**src/hdl/twpa_pkg.sv**
```systemverilog
// Types and constants shared by the trust-weighted parent acceptance modules.
package twpa_pkg;

  localparam logic [9:0]  TRUST_FULL  = 10'd1000;
  localparam logic [15:0] ETX_MISSING = 16'hffff;
  localparam logic [15:0] COST_CAP    = 16'hffff;
  // Rounding offset of the moving average (half of the denominator ten).
  localparam logic [13:0] AVG_ROUND   = 14'd5;
  // floor(u / 10) == (u * AVG_RECIP) >> AVG_SHIFT for every u below 43690.
  localparam logic [15:0] AVG_RECIP   = 16'd52429;
  localparam int          AVG_SHIFT   = 19;

  typedef enum logic [1:0] {
    CFG_QUEUE_WEIGHT = 2'd0,
    CFG_MIN_TRUST    = 2'd1,
    CFG_MAX_COST     = 2'd2,
    CFG_MAX_ETX      = 2'd3
  } cfg_idx_t;

  typedef enum logic {
    OP_EVALUATE = 1'b0,
    OP_OVERRIDE = 1'b1
  } op_t;

  typedef enum logic [2:0] {
    B_IDLE,
    B_LOAD,
    B_DIV,
    B_AVG,
    B_FIN,
    B_WR,
    B_OUT
  } back_state_t;

  // One classified item as it travels from the front to the back.
  typedef struct packed {
    op_t         op;
    logic [7:0]  node_id;
    logic        in_table;
    logic        present;
    logic [15:0] etx;
    logic [15:0] cost;
    logic [9:0]  ovr_sat;
  } work_item_t;

endpackage

```
**src/hdl/trust_weighted_parent_acceptance.sv**
```systemverilog
// Top level of the trust-weighted parent acceptance block.
// Usage: each input beat is either an evaluate or an override for one
// neighbor. Every input beat yields exactly one result beat, in order.
// Both data channels use valid and stall; a beat moves when valid is high
// and stall is low. Configuration writes arrive on the cfg_ channel, which
// is always ready, and should only be issued while the block is idle.
// An evaluate whose trust sample needs the divider runs the serial
// restoring divider over NW quotient bits, where NW is the bit width of
// 1000 * ETX_DIVISOR (17 at the default); a first sample skips the
// averaging step. Other items (override, missing stats, out-of-table node,
// tiny or missing ETX) skip the divider. The divider in the back end sets
// the rate: one item is worked on at a time, while the front end and a
// two-entry queue keep accepting beats ahead of it.
// Reset clears the configuration to its defaults and clears all seen
// marks at once, so every trust entry starts out unseen; no clearing pass.
// When the receiver stalls, the result register holds its beat, the back
// end waits, the queue fills and finally in_stall rises.
module trust_weighted_parent_acceptance import twpa_pkg::*; #(
  parameter int TABLE_ENTRIES = 256,
  parameter int ETX_DIVISOR   = 128,
  parameter int QUEUE_SLOTS   = 8
) (
  input  logic        clk,
  input  logic        rst_n,
  input  logic        in_valid,
  output logic        in_stall,
  input  logic        in_operation,
  input  logic [7:0]  in_node_id,
  input  logic        in_stats_present,
  input  logic [15:0] in_link_etx,
  input  logic [15:0] in_neighbor_rank,
  input  logic [3:0]  in_queue_free,
  input  logic [15:0] in_override_value,
  output logic        out_valid,
  input  logic        out_stall,
  output logic        out_accepted,
  output logic [9:0]  out_trust_value,
  output logic [15:0] out_path_cost,
  input  logic        cfg_valid,
  output logic        cfg_ready,
  input  logic [1:0]  cfg_index,
  input  logic [15:0] cfg_data
);

  logic [15:0] queue_weight_r;
  logic [9:0]  min_trust_r;
  logic [15:0] max_cost_r;
  logic [15:0] max_etx_r;
  logic        q_full;
  logic        q_push;
  logic        q_pop;
  logic        q_nonempty;
  work_item_t  push_item;
  work_item_t  pop_item;

  // The register file never pushes back.
  assign cfg_ready = 1'b1;

  always_ff @(posedge clk) begin
    if (!rst_n) begin
      queue_weight_r <= 16'd32;
      min_trust_r    <= 10'd700;
      max_cost_r     <= 16'd60000;
      max_etx_r      <= 16'd4096;
    end else if (cfg_valid && cfg_ready) begin
      unique case (cfg_idx_t'(cfg_index))
        CFG_QUEUE_WEIGHT: queue_weight_r <= cfg_data;
        CFG_MIN_TRUST:    min_trust_r    <= cfg_data[9:0];
        CFG_MAX_COST:     max_cost_r     <= cfg_data;
        CFG_MAX_ETX:      max_etx_r      <= cfg_data;
        default: ;
      endcase
    end
  end

  // The front end accepts the beat and computes the saturated path cost.
  twpa_front #(
    .TABLE_ENTRIES(TABLE_ENTRIES),
    .QUEUE_SLOTS  (QUEUE_SLOTS)
  ) u_front (
    .clk              (clk),
    .rst_n            (rst_n),
    .in_valid         (in_valid),
    .in_stall         (in_stall),
    .in_operation     (in_operation),
    .in_node_id       (in_node_id),
    .in_stats_present (in_stats_present),
    .in_link_etx      (in_link_etx),
    .in_neighbor_rank (in_neighbor_rank),
    .in_queue_free    (in_queue_free),
    .in_override_value(in_override_value),
    .queue_weight     (queue_weight_r),
    .q_full           (q_full),
    .q_push           (q_push),
    .q_item           (push_item)
  );

  twpa_queue u_queue (
    .clk      (clk),
    .rst_n    (rst_n),
    .push     (q_push),
    .push_item(push_item),
    .full     (q_full),
    .pop      (q_pop),
    .nonempty (q_nonempty),
    .pop_item (pop_item)
  );

  // The back end runs the divider, updates the trust store and drives results.
  twpa_back #(
    .TABLE_ENTRIES(TABLE_ENTRIES),
    .ETX_DIVISOR  (ETX_DIVISOR)
  ) u_back (
    .clk             (clk),
    .rst_n           (rst_n),
    .q_nonempty      (q_nonempty),
    .q_item          (pop_item),
    .q_pop           (q_pop),
    .min_parent_trust(min_trust_r),
    .max_path_cost   (max_cost_r),
    .max_link_etx    (max_etx_r),
    .out_valid       (out_valid),
    .out_stall       (out_stall),
    .out_accepted    (out_accepted),
    .out_trust_value (out_trust_value),
    .out_path_cost   (out_path_cost)
  );

endmodule

```
**src/hdl/twpa_front.sv**
```systemverilog
// Front end: accepts input beats, classifies them and forms the path cost.
module twpa_front import twpa_pkg::*; #(
  parameter int TABLE_ENTRIES = 256,
  parameter int QUEUE_SLOTS   = 8
) (
  input  logic        clk,
  input  logic        rst_n,
  input  logic        in_valid,
  output logic        in_stall,
  input  logic        in_operation,
  input  logic [7:0]  in_node_id,
  input  logic        in_stats_present,
  input  logic [15:0] in_link_etx,
  input  logic [15:0] in_neighbor_rank,
  input  logic [3:0]  in_queue_free,
  input  logic [15:0] in_override_value,
  input  logic [15:0] queue_weight,
  input  logic        q_full,
  output logic        q_push,
  output work_item_t  q_item
);

  logic        hold_valid_r, hold_valid_nxt;
  logic        op_r;
  logic [7:0]  id_r;
  logic        present_r;
  logic [15:0] etx_r;
  logic [15:0] rank_r;
  logic [3:0]  free_r;
  logic [15:0] ovr_r;
  logic        accept;
  logic [6:0]  slots;
  logic [6:0]  free_ext;
  logic [6:0]  used;
  logic [22:0] pen;
  logic [15:0] pen_sat;
  logic [15:0] etx_eff;
  logic [17:0] sum;

  assign in_stall       = hold_valid_r & q_full;
  assign accept         = in_valid & ~in_stall;
  assign q_push         = hold_valid_r & ~q_full;
  assign hold_valid_nxt = accept | (hold_valid_r & q_full);

  always_ff @(posedge clk) begin
    if (!rst_n) begin
      hold_valid_r <= 1'b0;
    end else begin
      hold_valid_r <= hold_valid_nxt;
    end
  end

  always_ff @(posedge clk) begin
    if (accept) begin
      op_r      <= in_operation;
      id_r      <= in_node_id;
      present_r <= in_stats_present;
      etx_r     <= in_link_etx;
      rank_r    <= in_neighbor_rank;
      free_r    <= in_queue_free;
      ovr_r     <= in_override_value;
    end
  end

  always_comb begin
    slots    = 7'(QUEUE_SLOTS);
    free_ext = {3'b000, free_r};
    used     = (free_ext < slots) ? (slots - free_ext) : 7'd0;
    pen      = {16'd0, used} * {7'd0, queue_weight};
    pen_sat  = (|pen[22:16]) ? COST_CAP : pen[15:0];
    etx_eff  = present_r ? etx_r : ETX_MISSING;
    sum      = {2'b00, rank_r} + {2'b00, etx_eff} + {2'b00, pen_sat};

    q_item.op       = op_t'(op_r);
    q_item.node_id  = id_r;
    q_item.in_table = ({1'b0, id_r} < 9'(TABLE_ENTRIES));
    q_item.present  = present_r;
    q_item.etx      = etx_eff;
    q_item.cost     = (|sum[17:16]) ? COST_CAP : sum[15:0];
    q_item.ovr_sat  = (ovr_r > {6'd0, TRUST_FULL}) ? TRUST_FULL : ovr_r[9:0];
  end

endmodule

```
**src/hdl/twpa_queue.sv**
```systemverilog
// Two-entry queue of classified items between the front and the back.
module twpa_queue import twpa_pkg::*; (
  input  logic       clk,
  input  logic       rst_n,
  input  logic       push,
  input  work_item_t push_item,
  output logic       full,
  input  logic       pop,
  output logic       nonempty,
  output work_item_t pop_item
);

  work_item_t  slot_r [2];
  logic        wr_ptr_r, wr_ptr_nxt;
  logic        rd_ptr_r, rd_ptr_nxt;
  logic [1:0]  count_r, count_nxt;

  assign full     = (count_r == 2'd2);
  assign nonempty = (count_r != 2'd0);
  assign pop_item = slot_r[rd_ptr_r];

  always_comb begin
    wr_ptr_nxt = wr_ptr_r ^ push;
    rd_ptr_nxt = rd_ptr_r ^ pop;
    count_nxt  = count_r + {1'b0, push} - {1'b0, pop};
  end

  always_ff @(posedge clk) begin
    if (!rst_n) begin
      wr_ptr_r <= 1'b0;
      rd_ptr_r <= 1'b0;
      count_r  <= 2'd0;
    end else begin
      wr_ptr_r <= wr_ptr_nxt;
      rd_ptr_r <= rd_ptr_nxt;
      count_r  <= count_nxt;
    end
  end

  always_ff @(posedge clk) begin
    if (push) begin
      slot_r[wr_ptr_r] <= push_item;
    end
  end

endmodule

```
**src/hdl/twpa_back.sv**
```systemverilog
// Back end: trust sample divider, trust store update and result register.
module twpa_back import twpa_pkg::*; #(
  parameter int TABLE_ENTRIES = 256,
  parameter int ETX_DIVISOR   = 128
) (
  input  logic        clk,
  input  logic        rst_n,
  input  logic        q_nonempty,
  input  work_item_t  q_item,
  output logic        q_pop,
  input  logic [9:0]  min_parent_trust,
  input  logic [15:0] max_path_cost,
  input  logic [15:0] max_link_etx,
  output logic        out_valid,
  input  logic        out_stall,
  output logic        out_accepted,
  output logic [9:0]  out_trust_value,
  output logic [15:0] out_path_cost
);

  localparam int IW  = (TABLE_ENTRIES > 1) ? $clog2(TABLE_ENTRIES) : 1;
  localparam int NUM = 1000 * ETX_DIVISOR;
  localparam int NW  = $clog2(NUM + 1);
  localparam int CW  = $clog2(NW + 1);

  back_state_t st_r, st_nxt;
  work_item_t  it_r, it_nxt;
  logic [15:0] rem_r, rem_nxt;
  logic [NW-1:0] num_r, num_nxt;
  logic [NW-1:0] quo_r, quo_nxt;
  logic [CW-1:0] cnt_r, cnt_nxt;
  logic [9:0]  samp_r, samp_nxt;
  logic [29:0] prod_r, prod_nxt;
  logic [9:0]  trust_r, trust_nxt;
  logic        seen_hit_r, seen_hit_nxt;
  logic        out_valid_r, out_valid_nxt;
  logic        out_acc_r, out_acc_nxt;
  logic [9:0]  out_trust_r, out_trust_nxt;
  logic [15:0] out_cost_r, out_cost_nxt;

  logic [9:0]  mem [TABLE_ENTRIES];
  logic [9:0]  rd_r;
  logic [TABLE_ENTRIES-1:0] seen_r;
  logic [IW-1:0] addr;
  logic        we;
  logic [9:0]  wdata;
  logic [16:0] rem_sh;
  logic        q_bit;
  logic [13:0] avg_sum;

  assign addr            = it_r.node_id[IW-1:0];
  assign out_valid       = out_valid_r;
  assign out_accepted    = out_acc_r;
  assign out_trust_value = out_trust_r;
  assign out_path_cost   = out_cost_r;

  always_ff @(posedge clk) begin
    if (we) begin
      mem[addr] <= wdata;
    end
    rd_r <= mem[addr];
  end

  always_ff @(posedge clk) begin
    if (!rst_n) begin
      seen_r <= '0;
    end else if (we) begin
      seen_r[addr] <= 1'b1;
    end
  end

  always_ff @(posedge clk) begin
    if (!rst_n) begin
      st_r        <= B_IDLE;
      out_valid_r <= 1'b0;
    end else begin
      st_r        <= st_nxt;
      out_valid_r <= out_valid_nxt;
    end
  end

  always_ff @(posedge clk) begin
    it_r        <= it_nxt;
    rem_r       <= rem_nxt;
    num_r       <= num_nxt;
    quo_r       <= quo_nxt;
    cnt_r       <= cnt_nxt;
    samp_r      <= samp_nxt;
    prod_r      <= prod_nxt;
    trust_r     <= trust_nxt;
    seen_hit_r  <= seen_hit_nxt;
    out_acc_r   <= out_acc_nxt;
    out_trust_r <= out_trust_nxt;
    out_cost_r  <= out_cost_nxt;
  end

  always_comb begin
    st_nxt        = st_r;
    it_nxt        = it_r;
    rem_nxt       = rem_r;
    num_nxt       = num_r;
    quo_nxt       = quo_r;
    cnt_nxt       = cnt_r;
    samp_nxt      = samp_r;
    prod_nxt      = prod_r;
    trust_nxt     = trust_r;
    seen_hit_nxt  = seen_hit_r;
    out_valid_nxt = out_valid_r & out_stall;
    out_acc_nxt   = out_acc_r;
    out_trust_nxt = out_trust_r;
    out_cost_nxt  = out_cost_r;
    q_pop         = 1'b0;
    we            = 1'b0;
    wdata         = trust_r;
    rem_sh        = {rem_r, num_r[NW-1]};
    q_bit         = (rem_sh >= {1'b0, it_r.etx});
    avg_sum       = {3'd0, samp_r, 1'b0} + {1'b0, rd_r, 3'd0} + AVG_ROUND;

    unique case (st_r)
      B_IDLE: begin
        if (q_nonempty) begin
          q_pop  = 1'b1;
          it_nxt = q_item;
          st_nxt = B_LOAD;
        end
      end
      B_LOAD: begin
        seen_hit_nxt = seen_r[addr];
        if (it_r.op == OP_OVERRIDE) begin
          we        = it_r.in_table;
          wdata     = it_r.ovr_sat;
          trust_nxt = it_r.ovr_sat;
          st_nxt    = B_OUT;
        end else if (!it_r.present || !it_r.in_table) begin
          trust_nxt = TRUST_FULL;
          st_nxt    = B_OUT;
        end else if ({1'b0, it_r.etx} <= 17'(ETX_DIVISOR)) begin
          samp_nxt = TRUST_FULL;
          st_nxt   = B_AVG;
        end else if (it_r.etx == ETX_MISSING) begin
          samp_nxt = 10'd0;
          st_nxt   = B_AVG;
        end else begin
          rem_nxt = 16'd0;
          num_nxt = NW'(NUM);
          quo_nxt = '0;
          cnt_nxt = '0;
          st_nxt  = B_DIV;
        end
      end
      B_DIV: begin
        rem_nxt = q_bit ? 16'(rem_sh - {1'b0, it_r.etx}) : rem_sh[15:0];
        num_nxt = {num_r[NW-2:0], 1'b0};
        quo_nxt = {quo_r[NW-2:0], q_bit};
        cnt_nxt = cnt_r + 1'b1;
        if (cnt_r == CW'(NW - 1)) begin
          samp_nxt = quo_nxt[9:0];
          st_nxt   = B_AVG;
        end
      end
      B_AVG: begin
        if (seen_hit_r) begin
          prod_nxt = {16'd0, avg_sum} * {14'd0, AVG_RECIP};
          st_nxt   = B_FIN;
        end else begin
          trust_nxt = samp_r;
          st_nxt    = B_WR;
        end
      end
      B_FIN: begin
        trust_nxt = prod_r[AVG_SHIFT +: 10];
        st_nxt    = B_WR;
      end
      B_WR: begin
        we     = 1'b1;
        wdata  = trust_r;
        st_nxt = B_OUT;
      end
      B_OUT: begin
        if (!out_valid_r || !out_stall) begin
          out_valid_nxt = 1'b1;
          out_trust_nxt = trust_r;
          if (it_r.op == OP_OVERRIDE) begin
            out_acc_nxt  = 1'b0;
            out_cost_nxt = 16'd0;
          end else begin
            out_acc_nxt  = (it_r.etx <= max_link_etx) && (it_r.cost <= max_path_cost) &&
                           (trust_r >= min_parent_trust);
            out_cost_nxt = it_r.cost;
          end
          st_nxt = B_IDLE;
        end
      end
      default: st_nxt = B_IDLE;
    endcase
  end

endmodule

```
**config.mk**
```make
export PLATFORM = sky130hd
export DESIGN_NAME = trust_weighted_parent_acceptance
export DESIGN_NICKNAME = d
export VERILOG_FILES = /design/src/hdl/twpa_pkg.sv /design/src/hdl/trust_weighted_parent_acceptance.sv /design/src/hdl/twpa_front.sv /design/src/hdl/twpa_queue.sv /design/src/hdl/twpa_back.sv
export SDC_FILE = /design/constraint.sdc
export NUM_CORES = 2
export LEC_CHECK = 0
export BUFFER_PORTS_ARGS = -buffer_cell sky130_fd_sc_hd__buf_4
export CORE_UTILIZATION = 50
export DETAILED_ROUTE_END_ITERATION = 12
export MAX_ROUTING_LAYER = met4
export PLACE_DENSITY = 0.73
export SKIP_CTS_REPAIR_TIMING = 1
export SYNTH_ARGS = -nofsm -noshare
export SYNTH_HDL_FRONTEND = slang
export SYNTH_SLANG_ARGS = --single-unit
```
**constraint.sdc**
```tcl
create_clock -name clk -period 14.41 [get_ports clk]
set_clock_uncertainty 0.15 [all_clocks]
set_input_delay 2.1615 -clock clk [delete_from_list [all_inputs] [get_ports clk]]
set_output_delay 2.1615 -clock clk [all_outputs]
set_load 0.005 [all_outputs]
```
Word-level counts from Yosys, hierarchy flattened --
Memories as Yosys holds them, arrays and structs flattened. A register that Yosys moved wholly into a read port is not among the register bits. Cells that the tools add are included.
Word-level totals: register bits after elaboration 510, output and inout bits 30, word-level logic and storage cells 172, RAM bits 2664, bits of input ports 85, memories kept 2
Memories:
- u_back.mem | words 256, bits a word 10, rd ports 1, clocked after Yosys merged registers in 1, write ports 1, line twpa_back.sv:41 | logic [9:0] mem [TABLE_ENTRIES];
- u_queue.slot_r | words 2, bits a word 52, rd ports 1, clocked after Yosys merged registers in 1, write ports 1, line twpa_queue.sv:13 | work_item_t slot_r [2];
Operators by class: add/subtract/negate cells 9, multipliers 2, equal/unequal tests 22, bitwise logic cells 10, mux-type cells 61, magnitude comparators 9, reductions and logical operators 27
Operators with widths (count):
- 256-bit OR | 1
- 16-bit 2-to-1 mux | 8
- 10-bit 2-to-1 mux | 11
- 17-bit 2-to-1 mux | 4
- 9-bit 2-to-1 mux | 4
- 17-bit case mux with 2 select lines | 1
- 16-bit less-or-equal comparator | 2
- 16-bit case mux with 2 select lines | 1
- 10-bit case mux with 3 select lines | 1
- 14-bit by 16-bit multiplier with 29-bit output, second input constant | 1
- 7-bit by 16-bit multiplier with 23-bit output | 1
- 3-bit case mux with 7 select lines | 1
- 5-bit 2-to-1 mux | 4
- 10-bit case mux with 2 select lines | 1
- 18-bit by 16-bit adder with 18-bit output | 1
- 3-bit 2-to-1 mux | 6
- 9-bit case mux with 2 select lines | 1
- 16-bit by 16-bit adder with 17-bit output | 1
- 17-bit by 16-bit greater-or-equal comparator with 1-bit output | 1
- 16-bit == test, second input constant | 1
- 16-bit by 10-bit greater-than comparator with 1-bit output, second input constant | 1
- 16-bit by 8-bit less-or-equal comparator with 1-bit output, second input constant | 1
- 16-bit subtractor | 1
- 11-bit by 13-bit adder with 14-bit output | 1
- 40 further kinds | 84

Longest topological paths before layout --
depth in word-level cells 8, gate-level depth with buffers 36, gate-level depth less buffers 33

By module --
From an unflattened synthesis, not the netlist that was laid out.
Unflattened totals: cells, all modules 6888, area total of the unflattened synthesis 132513.3 µm²
Modules (own cells, without submodules):
- twpa_back | cells an instance 5725, area an instance 118725.1 µm², instances 1
- twpa_front | cells an instance 747, area an instance 7168.1 µm², instances 1
- twpa_queue | cells an instance 186, area an instance 4315.4 µm², instances 1
- trust_weighted_parent_acceptance | cells an instance 230, area an instance 2304.7 µm², instances 1

Worst setup path before layout --
OpenSTA, ideal clock, no wires.
path type register -> register, start register u_back.st_r[2], end memory u_back.mem[0][0] (data pin), arrival 10.988 ns, setup slack 1.081 ns, library setup time 2.191 ns, required time 12.069 ns, cell stages (with the launch flop) 6, cell sequence dfxtp_1 -> clkbuf_1 -> nand2b_1 -> nor3_1 -> clkbuf_1 -> o21ai_0
Between the ends: word-level cells in the longest chain between the ends 2
Ends and longest elaborated chain:
- from (decl) | line twpa_back.sv:26 | back_state_t st_r, st_nxt;
- from (signal assigned) | line twpa_back.sv:77 | st_r <= st_nxt;
- 3-bit by 1-bit == test with 1-bit output | line twpa_back.sv:119 | unique case (st_r)
- 10-bit 2-to-1 mux | line twpa_back.sv:119
- named net u_back.wdata[0] | line twpa_back.sv:46 | logic [9:0] wdata;
- to (decl) | line twpa_back.sv:41
The timed path passes the listed nets, and every way through them passes these cells.

==> out/results.md <==
| Step | Parameter | Value |
|:---|:---|:---|
| logic synthesis | Total nets after synthesis | 7,431 |
| sta | Number of hold violations in the final report | 0 |
| floorplan | Die Wd | 517 microns |
| global routing | Final global-route overflow total | 0 |
| logic synthesis | Post-synthesis instance area | 132,000 sq um |
| global routing | Total global-route track usage | 0.251 |
| logic synthesis | Post-synthesis area per instance | 19.0 sq um |
| floorplan | Die height | 517 microns |
| finish | Net count, final | 7,706 |
| route | DRC marker count from the first detailed-route iteration | 8,136 |
| logic synthesis | Async SR Flop Fraction | 0 |
| worst setup path | Kind of end point of the critical path | register |
| clock network | Root buf cell | sky130_fd_sc_hd__clkbuf_16 |
| sta | Final Setup Violations | 0 |
| global routing | Number of antenna violations at the first check in global routing | 14 |
| placed design | HPWL Detailed | 203 mm |
| worst setup path | Slowest stage cell on the critical path | sky130_fd_sc_hd__a2111oi_4 |
| route | DR vias | 68,800 |
| floorplan | Core area | 263,000 sq um |
| sta | Part of the cycle the worst path needs | 0.720 |
| route | Routed WL | 325 mm |
| worst hold path | Worst min-delay path class | register to register |
| logic synthesis | Flop and latch count out of synthesis | 3,206 |
| floorplan | FP Rows | 188 |
| sta | RSZ-0062 raised after global routing | false |
| clock network | Number of buffers added by the clock tree synthesis step | 332 |
| clock network | Sink count of the clock tree | 3,206 |
| worst setup path | Critical path class | register to register |
| sta | Sum Neg Setup Slack | 0 ns |
| floorplan | Initial Util | 0.504 |
| clock network | Clock tree from TritonCTS | built |
| sta | Maximum clock frequency | 96.4 MHz |
| finish | Most common library cell in the layout ignoring fill and taps | sky130_fd_sc_hd__edfxtp_1 |
| worst setup path | Crit path buffers/inverters | 5 |
| logic synthesis | Count of unique library cells instantiated by Yosys | 78 |
| worst setup path | Stage delay of the slowest cell on the critical path | 0.88 ns |
| worst setup path | Family with the most delay on the worst path | compound AO/OA/AOI/OAI gates |
| clock network | Longest Clk Path Bufs | 4 |
| placed design | Number of buffers inserted by port buffering | 113 |
| logic synthesis | Most frequently used flop master after synthesis | sky130_fd_sc_hd__edfxtp_1 |
| logic synthesis | Gate count after technology mapping | 6,977 |
| clock network | Clock-pin slew on the worst setup and hold paths | 0.06 ns |
| outcome | Run status | finished, final reports clean |
| sta | Worst slew margin relative to its limit | 0.0888 |
| floorplan | Number of I/O pins | 115 |
| sta | Final count of pins violating max slew | 0 |
| worst setup path | Required time at the endpoint of the critical path | 14.86 ns |
| logic synthesis | Register area share after synthesis | 0.702 |
| route | DRC violations left | 0 |
| worst setup path | Cell type with the highest occurrence count on the critical path | sky130_fd_sc_hd__inv_1 |
| placed design | Gpl congestion | 0.925 |
| global routing | Global-route wire length before repair | 471 mm |
| clock network | Clk Latency, worst-skew pair | 0.90 ns |
| worst setup path | Worst path arrival time | 10.82 ns |
| worst setup path | Critical Path Start Type | register |
| sta | Worst Max-Slew Pin Slew | 1.36 ns |
| sta | Final hold slack | 0.301 ns |
| logic synthesis | Count of yosys warnings during synthesis | 0 |
| route | Antenna Violating Nets Remaining | 0 |
| global routing | Largest net degree at the start of global routing | 243 |
| finish | Leading cell types in the layout, fill and taps excluded | sky130_fd_sc_hd__edfxtp_1, sky130_fd_sc_hd__mux4_2, sky130_fd_sc_hd__nor2_1 |
| route | Via-to-Cell Ratio | 6.22 |
| floorplan | Die ar. | 267,000 sq um |
| route | Average routed wire per standard cell | 29.4 microns |
| sta | Time the final worst path needs with I/O delays and setup | 10.37 ns |
| route | Number of iterations in the first detailed-routing pass | 8 |
| logic synthesis | Number of synthesized flops with an enable pin | 2,873 |
| finish | Total of fill cells in the finished design | 19,100 |
| finish | Area added between synthesis and finish | 12.1% |
| worst setup path | Max FO, Critical Path | 16 |
| global routing | Number of global-route vias before repair | 68,100 |
| clock network | Htree depth | 5 |
| flow run | Maxcap violations | 0 |
| finish | Fraction of layout instances using a drive strength above 1 | 0.233 |
-- through the flow --
| stage | utilization | std cells | cell area, sq um | setup slack (ns) |
|---|---|---|---|---|
| 5_1_grt | 0.565 | 11100 | 148000 | 3.35 |
| 3_5_place_dp | 0.524 | 10400 | 138000 | 4.12 |
| 3_3_place_gp | 0.524 | 10400 | 138000 | 4.25 |
| 2_1_floorplan | - | 6977 | 132000 | 1.08 |
| 6_report | 0.565 | 11100 | 148000 | 4.04 |
| 4_1_cts | 0.565 | 11000 | 148000 | 4.02 |
-- worst register-to-register path: cells and delay by family, from the launching register on --
kind | cells | cell delay, ns
buf+inv | 5 | 0.40
mux | 2 | 0.63
flops | 1 | 0.54
fa+ha+maj | 6 | 2.72
simple gates | 8 | 1.83
compound gates | 10 | 3.78
-- kinds of logic after synthesis --
kind of cell               count (synthesis)  synth area share
AOI/OAI and AO/OA                        743            0.0404
adders and majority gates                369            0.0413
and+or+nand+nor                          969            0.0347
muxes                                    999             0.156
buffers and inverters                    607            0.0202
other                                      1         0.0000283
xor gates and xnor gates                  83           0.00549
DFF                                     3206             0.702
-- synth_stat cells, types with 10 or more instances --
| cell | n | area, sq um |
|---|---|---|
| sky130_fd_sc_hd__buf_2 | 76 | 380 |
| sky130_fd_sc_hd__mux2_2 | 67 | 754 |
| sky130_fd_sc_hd__nand3_1 | 47 | 235 |
| sky130_fd_sc_hd__a21oi_1 | 90 | 450 |
| sky130_fd_sc_hd__buf_1 | 31 | 116 |
| sky130_fd_sc_hd__o21a_1 | 272 | 2040 |
| sky130_fd_sc_hd__buf_6 | 21 | 236 |
| sky130_fd_sc_hd__or3_1 | 18 | 113 |
| sky130_fd_sc_hd__nand2b_1 | 56 | 350 |
| sky130_fd_sc_hd__inv_1 | 264 | 991 |
| sky130_fd_sc_hd__dfxtp_1 | 333 | 6670 |
| sky130_fd_sc_hd__edfxtp_1 | 2873 | 86300 |
| sky130_fd_sc_hd__a21o_1 | 47 | 353 |
| sky130_fd_sc_hd__o21bai_1 | 15 | 113 |
| sky130_fd_sc_hd__a21boi_0 | 51 | 383 |
| sky130_fd_sc_hd__nand3b_1 | 15 | 113 |
| sky130_fd_sc_hd__nor4_1 | 18 | 113 |
| sky130_fd_sc_hd__nor2b_1 | 55 | 344 |
| sky130_fd_sc_hd__or2_2 | 22 | 138 |
| sky130_fd_sc_hd__ha_1 | 255 | 3190 |
| sky130_fd_sc_hd__mux4_2 | 842 | 19000 |
| sky130_fd_sc_hd__a31oi_1 | 10 | 62.6 |
| sky130_fd_sc_hd__nor2_1 | 345 | 1290 |
| sky130_fd_sc_hd__a22oi_1 | 32 | 240 |
| sky130_fd_sc_hd__o211ai_1 | 23 | 173 |
| sky130_fd_sc_hd__nand4_1 | 29 | 181 |
| sky130_fd_sc_hd__a211oi_1 | 17 | 128 |
| sky130_fd_sc_hd__mux2i_1 | 90 | 901 |
| sky130_fd_sc_hd__xnor2_1 | 58 | 508 |
| sky130_fd_sc_hd__and3_1 | 18 | 113 |
| sky130_fd_sc_hd__o21ai_0 | 54 | 270 |
| sky130_fd_sc_hd__o32ai_1 | 11 | 96.3 |
| sky130_fd_sc_hd__fa_1 | 114 | 2280 |
| sky130_fd_sc_hd__a21bo_2 | 13 | 130 |
| sky130_fd_sc_hd__and2_1 | 59 | 369 |
| sky130_fd_sc_hd__buf_4 | 38 | 285 |
| sky130_fd_sc_hd__xor2_1 | 25 | 219 |
| sky130_fd_sc_hd__nor3_1 | 30 | 150 |
| sky130_fd_sc_hd__clkbuf_1 | 177 | 664 |
| sky130_fd_sc_hd__o22ai_1 | 28 | 175 |
| sky130_fd_sc_hd__nand2_1 | 231 | 867 |
-- final timing paths --
kind / startpoint / to / slack, ns / cells past startpoint
worst min register to register: u_front.id_r[3] / u_queue.slot_r[0][46] / 0.30 / 0
worst min-delay path: u_front.id_r[3] / u_queue.slot_r[0][46] / 0.30 / 0
worst max-delay path: u_front.free_r[3] / u_queue.slot_r[0][11] / 4.04 / 31
worst max register to register: u_front.free_r[3] / u_queue.slot_r[0][11] / 4.04 / 31
-- metal layers --
layer,up-vias,share of wire,global-route usage
li1,28500,-,-
met1,36100,0.39,0.342
met2,3525,0.47,0.371
met3,614,0.10,0.0564
met4,0,0.038,0.0901
met5,-,0,-
-- sequential cells by signal (all words and copies together) (netlist names), 16 cells and up --
| register | count |
|---|---|
| u_back.mem | 2560 |
| u_back.seen_r | 256 |
| u_queue.slot_r | 104 |
| u_back.it_r | 44 |
| max_cost_r | 16 |
| max_etx_r | 16 |
| queue_weight_r | 16 |
| u_back.out_path_cost | 16 |
| u_back.rem_r | 16 |
| u_front.etx_r | 16 |
| u_front.ovr_r | 16 |
| u_front.rank_r | 16 |
-- final cells by class --
cell class | instances | area, sq um | share of cell area
inverter | 264 | 991 | 0.00668
antenna | 14 | 35.0 | 0.000236
multi-input combinational | 3164 | 37000 | 0.249
clock buffer | 444 | 9170 | 0.0618
clock inverter | 165 | 1600 | 0.0108
tap | 3515 | 4400 | 0.0296
sequential | 3206 | 92900 | 0.626
timing repair buffer | 284 | 2280 | 0.0153
Power is left out: the tool's default activity adds up to more than one toggle a clock period on the data nets, which glitch-free logic cannot reach.
